`src/hdl/aspc_pkg.sv`:
```
// Shared types and constants of the stride prefetching page cache.
// No dependencies; every file of the block but aspc_ram refers to this package.
package aspc_pkg;

    // Default sizes of the block.
    localparam int unsigned PAGE_BITS_DEF = 10;
    localparam int unsigned MAX_DEPTH_DEF = 8;

    // Width of a prefetch depth; holds depths up to 31.
    localparam int unsigned DEPTH_W = 5;

    localparam int unsigned ELAPSED_W = 16;

    // Input opcodes.
    localparam logic OP_WRITE = 1'b0;
    localparam logic OP_READ  = 1'b1;

    // Result kinds.
    localparam logic [1:0] KIND_WRITE    = 2'd0;
    localparam logic [1:0] KIND_DEMAND   = 2'd1;
    localparam logic [1:0] KIND_PREFETCH = 2'd2;

    // Stride confidence.
    localparam int unsigned CONF_W      = 4;
    localparam logic [3:0]  CONF_MAX    = 4'd8;
    localparam logic [3:0]  CONF_THRESH = 4'd3;
    localparam logic [3:0]  CONF_DROP   = 4'd2;

    // Average time between reads, in ms with 8 fraction bits.
    localparam int unsigned TAU_W     = 20;
    localparam logic [19:0] TAU_RESET = 20'd2560;

    // tau' = floor((85 * tau + 15 * delta + 50) / 100); the numerator fits 27 bits.
    localparam int unsigned TAU_NUM_W = 27;
    localparam int unsigned EMA_KEEP  = 85;
    localparam int unsigned EMA_NEW   = 15;
    localparam int unsigned EMA_ROUND = 50;
    localparam int unsigned EMA_DIV   = 100;

    // Division by 100 as a multiply by a truncated reciprocal; the estimate is
    // at most one below the true quotient and gets one corrective step.
    localparam int unsigned RECIP_SHIFT = 27;
    localparam int unsigned RECIP_W     = 21;
    localparam int unsigned RECIP_MUL   = (1 << RECIP_SHIFT) / EMA_DIV;

    // depth = largest k up to the maximum depth with k * (100 * tau + 256) <= 307200.
    localparam int unsigned DEPTH_BIAS  = 256;
    localparam int unsigned DEPTH_LIMIT = 307200;

    typedef struct packed {
        logic                 start;
        logic [ELAPSED_W-1:0] elapsed_time;
    } tau_req_t;

    typedef struct packed {
        logic               busy;
        logic               done;
        logic [DEPTH_W-1:0] depth;
    } tau_rsp_t;

endpackage

```
`src/hdl/aspc_tau.sv`:
```
// Read-interval averaging unit: updates tau over three pipeline stages and then
// derives the prefetch depth from it. Depends on aspc_pkg.
module aspc_tau #(
    parameter int unsigned MAX_DEPTH = aspc_pkg::MAX_DEPTH_DEF
) (
    input  logic               clk,
    input  logic               rst_n,
    input  aspc_pkg::tau_req_t req,
    output aspc_pkg::tau_rsp_t rsp
);
    localparam int unsigned NW = aspc_pkg::TAU_NUM_W;
    localparam int unsigned RW = aspc_pkg::RECIP_W;
    localparam int unsigned PW = NW + RW;
    localparam int unsigned TW = aspc_pkg::TAU_W;
    localparam int unsigned DW = aspc_pkg::DEPTH_W;
    localparam int unsigned SH = aspc_pkg::RECIP_SHIFT;

    logic [TW-1:0] tau_reg, tau_next;
    logic          seen_reg;
    logic          v1_reg, v2_reg, v3_reg, done_reg;
    logic          upd1_reg, upd2_reg;
    logic [NW-1:0] num1_reg, num_next;
    logic [NW-1:0] num2_reg;
    logic [PW-1:0] prod_reg, prod_next;
    logic [DW-1:0] depth_reg, depth_next;

    logic [PW-SH-1:0] quot_est;
    logic [NW-1:0]    rem;
    logic [NW-1:0]    quot;
    logic [NW-1:0]    base;
    logic [MAX_DEPTH:1] pass;

    // Stage 1: numerator of the weighted average, rounding term included.
    assign num_next = NW'(tau_reg) * NW'(aspc_pkg::EMA_KEEP)
                    + NW'({req.elapsed_time, 4'b0000}) * NW'(aspc_pkg::EMA_NEW)
                    + NW'(aspc_pkg::EMA_ROUND);

    // Stage 2: quotient estimate by reciprocal.
    assign prod_next = PW'(num1_reg) * PW'(aspc_pkg::RECIP_MUL);

    // Stage 3: one correction brings the estimate to the exact floor.
    assign quot_est = prod_reg[PW-1:SH];
    assign rem      = num2_reg - NW'(quot_est) * NW'(aspc_pkg::EMA_DIV);
    assign quot     = NW'(quot_est) + NW'(rem >= NW'(aspc_pkg::EMA_DIV));
    assign tau_next = (v2_reg && upd2_reg) ? quot[TW-1:0] : tau_reg;

    // Depth: threshold compares against the elaboration-time limits 307200 / k.
    assign base    = NW'(tau_reg) * NW'(aspc_pkg::EMA_DIV) + NW'(aspc_pkg::DEPTH_BIAS);
    assign pass[1] = 1'b1;

    for (genvar k = 2; k <= MAX_DEPTH; k++)
    begin : g_lim
        localparam int unsigned LIM = aspc_pkg::DEPTH_LIMIT / k;
        assign pass[k] = (base <= NW'(LIM));
    end

    always_comb
    begin
        depth_next = DW'(1);
        for (int k = 1; k <= MAX_DEPTH; k++)
        begin
            if (pass[k])
            begin
                depth_next = DW'(k);
            end
        end
    end

    always_ff @(posedge clk or negedge rst_n)
    begin
        if (!rst_n)
        begin
            tau_reg  <= aspc_pkg::TAU_RESET;
            seen_reg <= 1'b0;
            v1_reg   <= 1'b0;
            v2_reg   <= 1'b0;
            v3_reg   <= 1'b0;
            done_reg <= 1'b0;
            upd1_reg <= 1'b0;
            upd2_reg <= 1'b0;
        end
        else
        begin
            tau_reg  <= tau_next;
            v1_reg   <= req.start;
            v2_reg   <= v1_reg;
            v3_reg   <= v2_reg;
            done_reg <= v3_reg;
            upd2_reg <= upd1_reg;
            if (req.start)
            begin
                // The first read leaves tau as it is.
                upd1_reg <= seen_reg;
                seen_reg <= 1'b1;
            end
        end
    end

    always_ff @(posedge clk)
    begin
        if (req.start)
        begin
            num1_reg <= num_next;
        end
        if (v1_reg)
        begin
            prod_reg <= prod_next;
            num2_reg <= num1_reg;
        end
        if (v3_reg)
        begin
            depth_reg <= depth_next;
        end
    end

    assign rsp.busy  = v1_reg | v2_reg | v3_reg;
    assign rsp.done  = done_reg;
    assign rsp.depth = depth_reg;

    a_no_overlap: assert property (@(posedge clk) disable iff (!rst_n)
        req.start |-> !(v1_reg || v2_reg || v3_reg))
        else $error("tau update started while another is in flight");

    a_depth_range: assert property (@(posedge clk) disable iff (!rst_n)
        done_reg |-> (depth_reg >= DW'(1) && depth_reg <= DW'(MAX_DEPTH)))
        else $error("prefetch depth out of range");

    a_first_keeps_tau: assert property (@(posedge clk) disable iff (!rst_n)
        (v2_reg && !upd2_reg) |=> $stable(tau_reg))
        else $error("first read changed tau");
endmodule

```
`config.mk`:
```
export PLATFORM = sky130hd
export DESIGN_NAME = aspc_tau
export DESIGN_NICKNAME = d
export VERILOG_FILES = /design/src/hdl/aspc_pkg.sv /design/src/hdl/aspc_tau.sv
export SDC_FILE = /design/constraint.sdc
export NUM_CORES = 1
export LEC_CHECK = 0
export ABC_CLOCK_PERIOD_IN_PS = 9400
export BUFFER_PORTS_ARGS = -buffer_cell sky130_fd_sc_hd__buf_2
export CORE_UTILIZATION = 46
export DETAILED_ROUTE_END_ITERATION = 6
export HOLD_SLACK_MARGIN = 0.15
export MAX_ROUTING_LAYER = met4
export PLACE_DENSITY = 0.71
export SYNTH_ARGS = -nofsm -noshare
export SYNTH_HDL_FRONTEND = slang
export SYNTH_SLANG_ARGS = --single-unit
```
`constraint.sdc`:
```
create_clock -name clk -period 9.4 [get_ports clk]
set_input_delay 1.88 -clock clk [delete_from_list [all_inputs] [get_ports clk]]
set_output_delay 1.88 -clock clk [all_outputs]
set_load 0.01 [all_outputs]
```
==> results of run 1 <==
-- metrics by stage --
step           setup slack [ns]  instances
5_1_grt                  0.4303       2924
3_5_place_dp             0.5846       2908
2_1_floorplan             1.225       2229
4_1_cts                  0.9480       2924
6_report                 0.8989       2924
3_3_place_gp             0.6504       2908
-- routing by layer --
layer | track usage | vias up | wire length (µm)
li1 | - | 7534 | -
met1 | 0.2806 | 7613 | 22570
met2 | 0.3418 | 275 | 22760
met3 | 0.01643 | 62 | 1407
met4 | 0.05069 | 0 | 1142
met5 | - | - | 0
-- kinds of logic (layout without fill, tap and decap cells) --
family                   count (synthesis)  count (layout)
flip-flops                             104             104
adder cells (fa/ha/maj)                860             860
XOR/XNOR                               130             130
multiplexers                             6               6
other                                    1               1
buffers and inverters                  488             519
AND/OR/NAND/NOR                        317             317
AO/OA/AOI/OAI                          323             323
-- final cells by class --
type	count	area (µm²)	share of cell area
well taps	664	830.8	0.03447
multi-input cells	1637	18070	0.7495
flip-flops and latches	104	2992	0.1241
repair buffers	27	142.6	0.005918
inverters	476	1787	0.07413
clock inverters	6	56.30	0.002336
clock buffers	10	229.0	0.009500
-- worst min path at each step --
stage,startpoint,end,slack [ns]
2_1_floorplan,upd1_reg$_DFFE_PN0P_,upd2_reg$_DFF_PN0_,0.35
3_5_place_dp,upd1_reg$_DFFE_PN0P_,upd2_reg$_DFF_PN0_,0.38
3_3_place_gp,upd1_reg$_DFFE_PN0P_,upd2_reg$_DFF_PN0_,0.36
6_report,upd1_reg$_DFFE_PN0P_,upd2_reg$_DFF_PN0_,0.40
4_1_cts,upd1_reg$_DFFE_PN0P_,upd2_reg$_DFF_PN0_,0.40
5_1_grt,upd1_reg$_DFFE_PN0P_,upd2_reg$_DFF_PN0_,0.40
-- cells in the final DEF, fill, tap and decap left out, types with 34 or more instances in the layout --
cell,n
fa_1,323
nor3_1,43
edfxtp_1,77
xnor2_1,78
o21ai_0,58
nor2_1,75
a21o_1,34
inv_1,476
a21oi_1,100
ha_1,537
xor2_1,52
nand2_1,71
==> qor.txt, run 1 <==
status -> complete, no violations
Post-synth ARST share -> 0.2596
post-CTS sizing -> 0
Port-buffer cells -> 24
Avg Vias per Cell -> 5.295
post-synthesis xor/xnor area fraction -> 0.04971
main combinational cell family by area after synthesis -> adder cells
DRT Pass-1 Iters -> 5
Final Hold Violating Endpoints -> 0
gpl congestion -> 0.8809
total track usage -> 0.2085
kind of critical path -> in -> reg
crit start category -> input port
worst r2r src -> prod_reg[29]$_DFFE_PP_
Max-Cap Viols -> 0
Starting DRT DRC Count -> 820
CTS sink cnt -> 104
final wirelength -> 47.88 mm
Bufs and invs on worst path -> 5
CTS Hold Buffers Added -> 0
CP Depth -> 31
syn_nets -> 3108
Final TNS setup -> 0 ns
Final Critical Period -> 8.501 ns
HP Class -> reg -> reg
Fmax -> 117.6 MHz
synth top area cells -> ha_1 29%, fa_1 28%, edfxtp_1 10%
total gr overflow -> 0
Worst Reg-to-Reg Cells -> 32
worst setup path end -> num1_reg[26]$_DFFE_PP_
Tcrit/Tclk final -> 0.9044
CTS Buffer Depth -> 2
relative slew slack -> 0.3154
largest net degree at the start of global routing -> 49
number of flops mapped to enable cells by yosys -> 77
Die W -> 225.1 µm
diode count -> 0
CTS root buf -> clkbuf_16
max reg flops -> 27
Detail Route Antenna Nets -> 0
Wirelength per Cell -> 16.37 µm
Final setup viols -> 0
flops & latches, synth -> 104
nets -> 3134
DR DRC count -> 0
synthesized instance count -> 2229
DP Wirelength -> 41.53 mm
post-synthesis cell type count -> 75
CP Data Required Time -> 9.51 ns
Post-Syn Area -> 22900 µm²
initial antenna violation count -> 0
die footprint -> 50690 µm²
post-synth top area share -> 0.2934
clk slew on worst S/H paths -> 0.08 ns
# fillers -> 4401
first-pass GRT wire length -> 82.25 mm
Die Y-Extent -> 225.1 µm
vias in the first global route -> 16540
CP top delay family -> adder cells
Vias -> 15480
Critical R2R Capture -> tau_reg[18]$_DFFE_PN0P_
layout cell share with drive strength beyond 1 -> 0.02699
Initial Utilization -> 0.4669
CP endpoint kind -> register
IO Pins -> 26
CP max stage delay -> 0.57 ns
post-synthesis mux area share -> 0.002677
Worst Path Max Fanout -> 5
worst hold stages -> 0
Primary FF master, synth -> edfxtp_1
post-synthesis compound-gate area fraction -> 0.09134
htree depth -> 3
most frequent cell after synthesis -> ha_1
unrepaired setup endpoints after global routing -> false
Crit-path slowest cell -> fa_1
Seq/Total Area, Yosys -> 0.1306
core box area -> 49050 µm²
reg2reg setup slack -> 1.08 ns
TritonCTS clock tree -> done
crit path launch -> req[0]
dpl cell area -> 23820 µm²
Simple-Gate Fraction of Synth Area -> 0.06922
Num CTS Buffers -> 9
Synth area leader -> ha_1
worst-margin pin slew -> 1.001 ns
post-layout util -> 0.4914
Setup Skew -> 0.01571 ns
hold_ws -> 0.4023 ns
Clk Latency, worst-skew pair -> 0.37 ns
Mapped Avg Cell Area -> 10.28 µm²
Final Cell Area -> 24100 µm²
Warnings, synthesis -> 0
standard-cell rows -> 81
most frequent cells after synthesis -> 537 x ha_1, 476 x inv_1, 323 x fa_1
Pins Over Slew Limit -> 0
postcts setup bufs -> 0
Layout area overhead -> 5.239%
Adder-Cell Fraction of Synth Area -> 0.5757
WP data arrival -> 8.61 ns
Power of run 1 is not shown: default switching activity piles up to over one toggle a cycle in this logic, so the estimate is an artifact.
==> run 2, diff against run 1 <==
--- a/config.mk
+++ b/config.mk
@@ -6,12 +6,14 @@
 export NUM_CORES = 1
 export LEC_CHECK = 0
 export ABC_CLOCK_PERIOD_IN_PS = 9400
-export BUFFER_PORTS_ARGS = -buffer_cell sky130_fd_sc_hd__buf_2
+export BUFFER_PORTS_ARGS = -buffer_cell sky130_fd_sc_hd__clkbuf_2
 export CORE_UTILIZATION = 46
 export DETAILED_ROUTE_END_ITERATION = 6
 export HOLD_SLACK_MARGIN = 0.15
 export MAX_ROUTING_LAYER = met4
 export PLACE_DENSITY = 0.71
+export SKIP_LAST_GASP = 1
 export SYNTH_ARGS = -nofsm -noshare
 export SYNTH_HDL_FRONTEND = slang
 export SYNTH_SLANG_ARGS = --single-unit
+export TNS_END_PERCENT = 1
==> run 2 against run 1 <==
  * Sequential cell count stayed put
  * Worst setup slack better by 0.0093 ns
  * Clock-buffer cell count stayed put
  * Sequential share of layout area hardly changed
  * Final area hardly changed
  * Critical endpoint unchanged
  * Register-to-register slack better by 0.09 ns
  * Utilization hardly changed
  * Cell count stayed put
  * Hold slack worse by 0.013 ns
==> qor.txt, run 2 (synthesized netlist as in run 1, its figures left out) <==
CP max stage delay -> 0.57 ns (about the same)
core box area -> 49050 µm² (unchanged)
met3 Use GR -> 0.01578 (was 0.01643)
gpl congestion -> 0.8798 (was 0.8809)
Final Critical Period -> 8.492 ns (was 8.501 ns)
WP data arrival -> 8.59 ns (was 8.61 ns)
most frequent cells in the layout -> 537 x ha_1, 476 x inv_1, 323 x fa_1 (unchanged)
initial antenna violation count -> 0 (unchanged)
Initial Utilization -> 0.4669 (unchanged)
Fmax -> 117.8 MHz (was 117.6 MHz)
first-pass GRT wire length -> 81.31 mm (was 82.25 mm)
Pins Over Slew Limit -> 0 (unchanged)
Die Y-Extent -> 225.1 µm (unchanged)
CTS Buffer Depth -> 2 (unchanged)
crit start category -> input port (unchanged)
Setup Skew -> 0.01581 ns (was 0.01571 ns)
CTS sink cnt -> 104 (unchanged)
TritonCTS clock tree -> done (unchanged)
Vias -> 15400 (was 15480)
postcts setup bufs -> 0 (unchanged)
Detail Route Antenna Nets -> 0 (unchanged)
vias in the first global route -> 16310 (was 16540)
CP endpoint kind -> register (unchanged)
max reg flops -> 27 (unchanged)
diode count -> 0 (unchanged)
Layout area overhead -> 5.223% (was 5.239%)
DRT Pass-1 Iters -> 5 (unchanged)
layout cell share with drive strength beyond 1 -> 0.02655 (was 0.02699)
commonest non-fill, non-tap cell in the layout -> ha_1 (unchanged)
Clk Latency, worst-skew pair -> 0.36 ns (was 0.37 ns)
met2 Use GR -> 0.3442 (was 0.3418)
total track usage -> 0.2068 (was 0.2085)
kind of critical path -> in -> reg (unchanged)
post-layout util -> 0.4913 (was 0.4914)
Die W -> 225.1 µm (unchanged)
Port-buffer cells -> 24 (unchanged)
Avg Vias per Cell -> 5.265 (was 5.295)
relative slew slack -> 0.2870 (was 0.3154)
Starting DRT DRC Count -> 797 (was 820)
clk slew on worst S/H paths -> 0.08 ns (about the same)
total gr overflow -> 0 (unchanged)
status -> complete, no violations (unchanged)
largest net degree at the start of global routing -> 49 (unchanged)
worst-margin pin slew -> 1.042 ns (was 1.001 ns)
die footprint -> 50690 µm² (unchanged)
HP Class -> reg -> reg (unchanged)
Crit-path slowest cell -> fa_1 (unchanged)
CP Data Required Time -> 9.50 ns (was 9.51 ns)
Non-Filler Instances -> 2924 (unchanged)
post-CTS sizing -> 0 (unchanged)
IO Pins -> 26 (unchanged)
Final Hold Violating Endpoints -> 0 (unchanged)
Num CTS Buffers -> 9 (unchanged)
CTS Hold Buffers Added -> 0 (unchanged)
Max-Cap Viols -> 0 (unchanged)
CTS root buf -> clkbuf_16 (unchanged)
Wirelength per Cell -> 16.36 µm (was 16.37 µm)
final wirelength -> 47.84 mm (was 47.88 mm)
placed cell count -> 2908 (unchanged)
Tcrit/Tclk final -> 0.9034 (was 0.9044)
gr busiest metal -> met2 (unchanged)
Worst Path Max Fanout -> 5 (unchanged)
Final TNS setup -> 0 ns (unchanged)
standard-cell rows -> 81 (unchanged)
GR Layer Usage met1 -> 0.2788 (was 0.2806)
unrepaired setup endpoints after global routing -> false (unchanged)
DP Wirelength -> 41.42 mm (was 41.53 mm)
nets -> 3134 (unchanged)
Final setup viols -> 0 (unchanged)
DR DRC count -> 0 (unchanged)
htree depth -> 3 (unchanged)
[run 2: cell types whose count changed in the layout (fill, tap and decap cells not counted)]
| cell | before | now |
|---|---|---|
| clkbuf_2 | 0 | 24 |
| inv_8 | 0 | 2 |
| inv_6 | 2 | 1 |
| clkinv_2 | 1 | 0 |
| buf_2 | 24 | 0 |
| clkinv_1 | 0 | 1 |
| clkinv_8 | 1 | 0 |
[run 2: critical path: cells and delay by family]
| family | cells | cell delay, ns |
|---|---|---|
| adders and majority gates | 8 | 3.23 |
| AOI/OAI and AO/OA | 14 | 2.70 |
| buffers and inverters | 5 | 0.34 |
| xor gates and xnor gates | 2 | 0.30 |
| and+or+nand+nor | 2 | 0.13 |
[run 2: routing by layer]
layer | part of all wire | vias to the layer above | wire length (µm)
li1 | - | 7509 | -
met1 | 0.47 | 7599 | 22550
met2 | 0.49 | 235 | 23200
met3 | 0.026 | 53 | 1232
met4 | 0.018 | 0 | 848
met5 | 0 | - | 0
[run 2: layout make-up]
cell class                 count  area [µm²]
clock buffer                  10       229.0
clock inverter                 6       52.55
fill                        4446       24950
inverter                     476        1787
multi-input combinational   1637       18070
sequential                   104        2992
tap                          664       830.8
timing repair buffer          27       142.6
[run 2: worst paths after layout]
path | startpoint | end | slack [ns] | cells after the start
worst max-delay path | req[0] | num1_reg[26]$_DFFE_PP_ | 0.91 | 31
worst min-delay path | upd1_reg$_DFFE_PN0P_ | upd2_reg$_DFF_PN0_ | 0.39 | 0
worst max register to register | prod_reg[29]$_DFFE_PP_ | tau_reg[18]$_DFFE_PN0P_ | 1.17 | 33
worst min register to register | upd1_reg$_DFFE_PN0P_ | upd2_reg$_DFF_PN0_ | 0.39 | 0
max in group asynchronous | rst_n | v1_reg$_DFF_PN0_ | 7.27 | 1
min in group asynchronous | rst_n | tau_reg[16]$_DFFE_PN0P_ | 1.59 | 1
[run 2: stage by stage]
step / worst slack (ns) / hold WS, ns / area (µm²)
after detailed placement: 0.6025 / 0.3802 / 23820
after CTS: 0.9694 / 0.3889 / 24100
after global routing: 0.5334 / 0.4011 / 24100
after floorplan: 1.225 / 0.3501 / 22900
final: 0.9082 / 0.3889 / 24100
after global placement: 0.6527 / 0.3582 / 23820
Power of run 2 is left out for the same reason.
==> run 3, diff against run 2 <==
--- a/config.mk
+++ b/config.mk
@@ -5,7 +5,7 @@
 export SDC_FILE = /design/constraint.sdc
 export NUM_CORES = 1
 export LEC_CHECK = 0
-export ABC_CLOCK_PERIOD_IN_PS = 9400
+export ABC_CLOCK_PERIOD_IN_PS = 8850
 export BUFFER_PORTS_ARGS = -buffer_cell sky130_fd_sc_hd__clkbuf_2
 export CORE_UTILIZATION = 46
 export DETAILED_ROUTE_END_ITERATION = 6
@@ -13,6 +13,7 @@
 export MAX_ROUTING_LAYER = met4
 export PLACE_DENSITY = 0.71
 export SKIP_LAST_GASP = 1
+export SLEW_MARGIN = 20
 export SYNTH_ARGS = -nofsm -noshare
 export SYNTH_HDL_FRONTEND = slang
 export SYNTH_SLANG_ARGS = --single-unit
==> constraint.sdc (replaced) <==
create_clock -name clk -period 8.85 [get_ports clk]
set_input_delay 1.77 -clock clk [delete_from_list [all_inputs] [get_ports clk]]
set_output_delay 1.77 -clock clk [all_outputs]
set_load 0.01 [all_outputs]
==> run 3 against run 2 <==
  * Final area rose by 0.22%
  * Sequential share of layout area barely moved
  * Hold slack lost 0.0094 ns
  * Largest cell class unchanged
  * Non-clock buffer count is 4 higher
  * Sequential cell count did not move
  * Utilization up 0.11 points
  * Critical endpoint unchanged
  * Critical path type unchanged
  * Cell count increased by 0.14%
  * Clock skew is 0.00095 ns higher
  * Highest routed layer unchanged
  * Worst setup slack got worse by 0.45 ns
==> qor.txt, run 3 (synthesized netlist as in run 1, its figures left out) <==
status -> complete, no violations (unchanged)
DR DRC count -> 0 (unchanged)
largest net degree at the start of global routing -> 49 (unchanged)
postcts setup bufs -> 0 (unchanged)
die footprint -> 50690 µm² (unchanged)
Final Hold Violating Endpoints -> 0 (unchanged)
CP Data Required Time -> 8.95 ns (was 9.50 ns)
Final setup viols -> 0 (unchanged)
unrepaired setup endpoints after global routing -> false (unchanged)
total track usage -> 0.2106 (was 0.2068)
Setup Skew -> 0.01676 ns (was 0.01581 ns)
htree depth -> 3 (unchanged)
relative slew slack -> 0.3339 (was 0.2870)
Port-buffer cells -> 24 (unchanged)
nets -> 3138 (was 3134)
gpl congestion -> 0.8768 (was 0.8798)
TritonCTS clock tree -> done (unchanged)
CP top delay family -> adder cells (unchanged)
DRT Pass-1 Iters -> 5 (unchanged)
Avg Vias per Cell -> 5.322 (was 5.265)
CTS Hold Buffers Added -> 0 (unchanged)
CP endpoint kind -> register (unchanged)
Pins Over Slew Limit -> 0 (unchanged)
Num CTS Buffers -> 9 (unchanged)
commonest non-fill, non-tap cell in the layout -> ha_1 (unchanged)
diode count -> 0 (unchanged)
standard-cell rows -> 81 (unchanged)
Wirelength per Cell -> 16.62 µm (was 16.36 µm)
Fmax -> 119.2 MHz
Die W -> 225.1 µm (unchanged)
CTS sink cnt -> 104 (unchanged)
DP Wirelength -> 42.22 mm (was 41.42 mm)
Starting DRT DRC Count -> 807 (was 797)
IO Pins -> 26 (unchanged)
clk slew on worst S/H paths -> 0.07 ns (was 0.08 ns)
most frequent cells in the layout -> 537 x ha_1, 476 x inv_1, 323 x fa_1 (unchanged)
final wirelength -> 48.66 mm (was 47.84 mm)
total gr overflow -> 0 (unchanged)
Die Y-Extent -> 225.1 µm (unchanged)
Layout area overhead -> 5.458% (was 5.223%)
Tcrit/Tclk final -> 0.9479
CTS Buffer Depth -> 2 (unchanged)
CP max stage delay -> 0.57 ns (about the same)
WP data arrival -> 8.49 ns (was 8.59 ns)
Crit-path slowest cell -> fa_1 (unchanged)
Bufs and invs on worst path -> 3 (was 5)
Vias -> 15580 (was 15400)
max reg flops -> 27 (unchanged)
vias in the first global route -> 16670 (was 16310)
crit start category -> input port (unchanged)
Worst Path Max Fanout -> 5 (unchanged)
Max-Cap Viols -> 0 (unchanged)
Final TNS setup -> 0 ns (unchanged)
Final Critical Period -> 8.389 ns
initial antenna violation count -> 0 (unchanged)
HP Class -> reg -> reg (unchanged)
layout cell share with drive strength beyond 1 -> 0.02871 (was 0.02655)
CTS root buf -> clkbuf_16 (unchanged)
Detail Route Antenna Nets -> 0 (unchanged)
Clk Latency, worst-skew pair -> 0.36 ns (about the same)
Initial Utilization -> 0.4669 (unchanged)
worst-margin pin slew -> 0.9740 ns (was 1.042 ns)
core box area -> 49050 µm² (unchanged)
first-pass GRT wire length -> 82.81 mm (was 81.31 mm)
post-CTS sizing -> 0 (unchanged)
kind of critical path -> in -> reg (unchanged)
# fillers -> 4440 (was 4446)
[run 3: cell count changes in the layout (fill, tap and decap cells not counted), sizes merged]
| cell | before | now |
|---|---|---|
| buf | 3 | 7 |
| bufinv | 0 | 1 |
| inv | 479 | 478 |
[run 3: metrics by stage]
| step | instance area, µm² | util | instances | hold slack, ns | worst slack [ns] |
|---|---|---|---|---|---|
| after global routing | 24150 | 0.4924 | 2928 | 0.4037 | 0.01264 |
| after floorplan | 22900 | - | 2229 | 0.3501 | 0.7853 |
| after global placement | 23850 | 0.4862 | 2912 | 0.3586 | 0.3399 |
| after CTS | 24150 | 0.4924 | 2928 | 0.3840 | 0.4642 |
| after detailed placement | 23850 | 0.4862 | 2912 | 0.3691 | 0.1335 |
| final | 24150 | 0.4924 | 2928 | 0.3795 | 0.4611 |
[run 3: final cells by class]
class	count	area (µm²)	area share
multi-input combinational	1637	18070	0.7480
clock buffer	10	229.0	0.009480
clock inverter	6	76.32	0.003160
inverter	476	1787	0.07397
sequential	104	2992	0.1239
timing repair buffer	31	172.7	0.007149
tap	664	830.8	0.03440
[run 3: per-layer routing]
layer / vias up / part of all wire / GRT usage
li1: 7533 / - / -
met1: 7749 / 0.47 / 0.2799
met2: 251 / 0.48 / 0.3534
met3: 49 / 0.030 / 0.01604
met4: 0 / 0.020 / 0.04345
met5: - / 0 / -
[run 3: final timing paths]
kind,startpoint,to,slack [ns],cells past startpoint
max in group asynchronous,rst_n,v1_reg$_DFF_PN0_,6.85,1
min in group asynchronous,rst_n,tau_reg[18]$_DFFE_PN0P_,1.47,1
worst min register to register,upd1_reg$_DFFE_PN0P_,upd2_reg$_DFF_PN0_,0.38,0
worst max register to register,prod_reg[29]$_DFFE_PP_,tau_reg[18]$_DFFE_PN0P_,0.62,32
worst min-delay path,upd1_reg$_DFFE_PN0P_,upd2_reg$_DFF_PN0_,0.38,0
worst max-delay path,req[1],num1_reg[26]$_DFFE_PP_,0.46,28
[run 3: worst reg2reg max path: cells and delay by family (launching register included)]
kind / cells / cell delay (ns)
flops: 1 / 0.51
xor+xnor: 2 / 0.32
simple gates: 12 / 2.51
compound gates: 11 / 2.44
fa+ha+maj: 7 / 2.29
Power of run 3 is left out for the same reason.
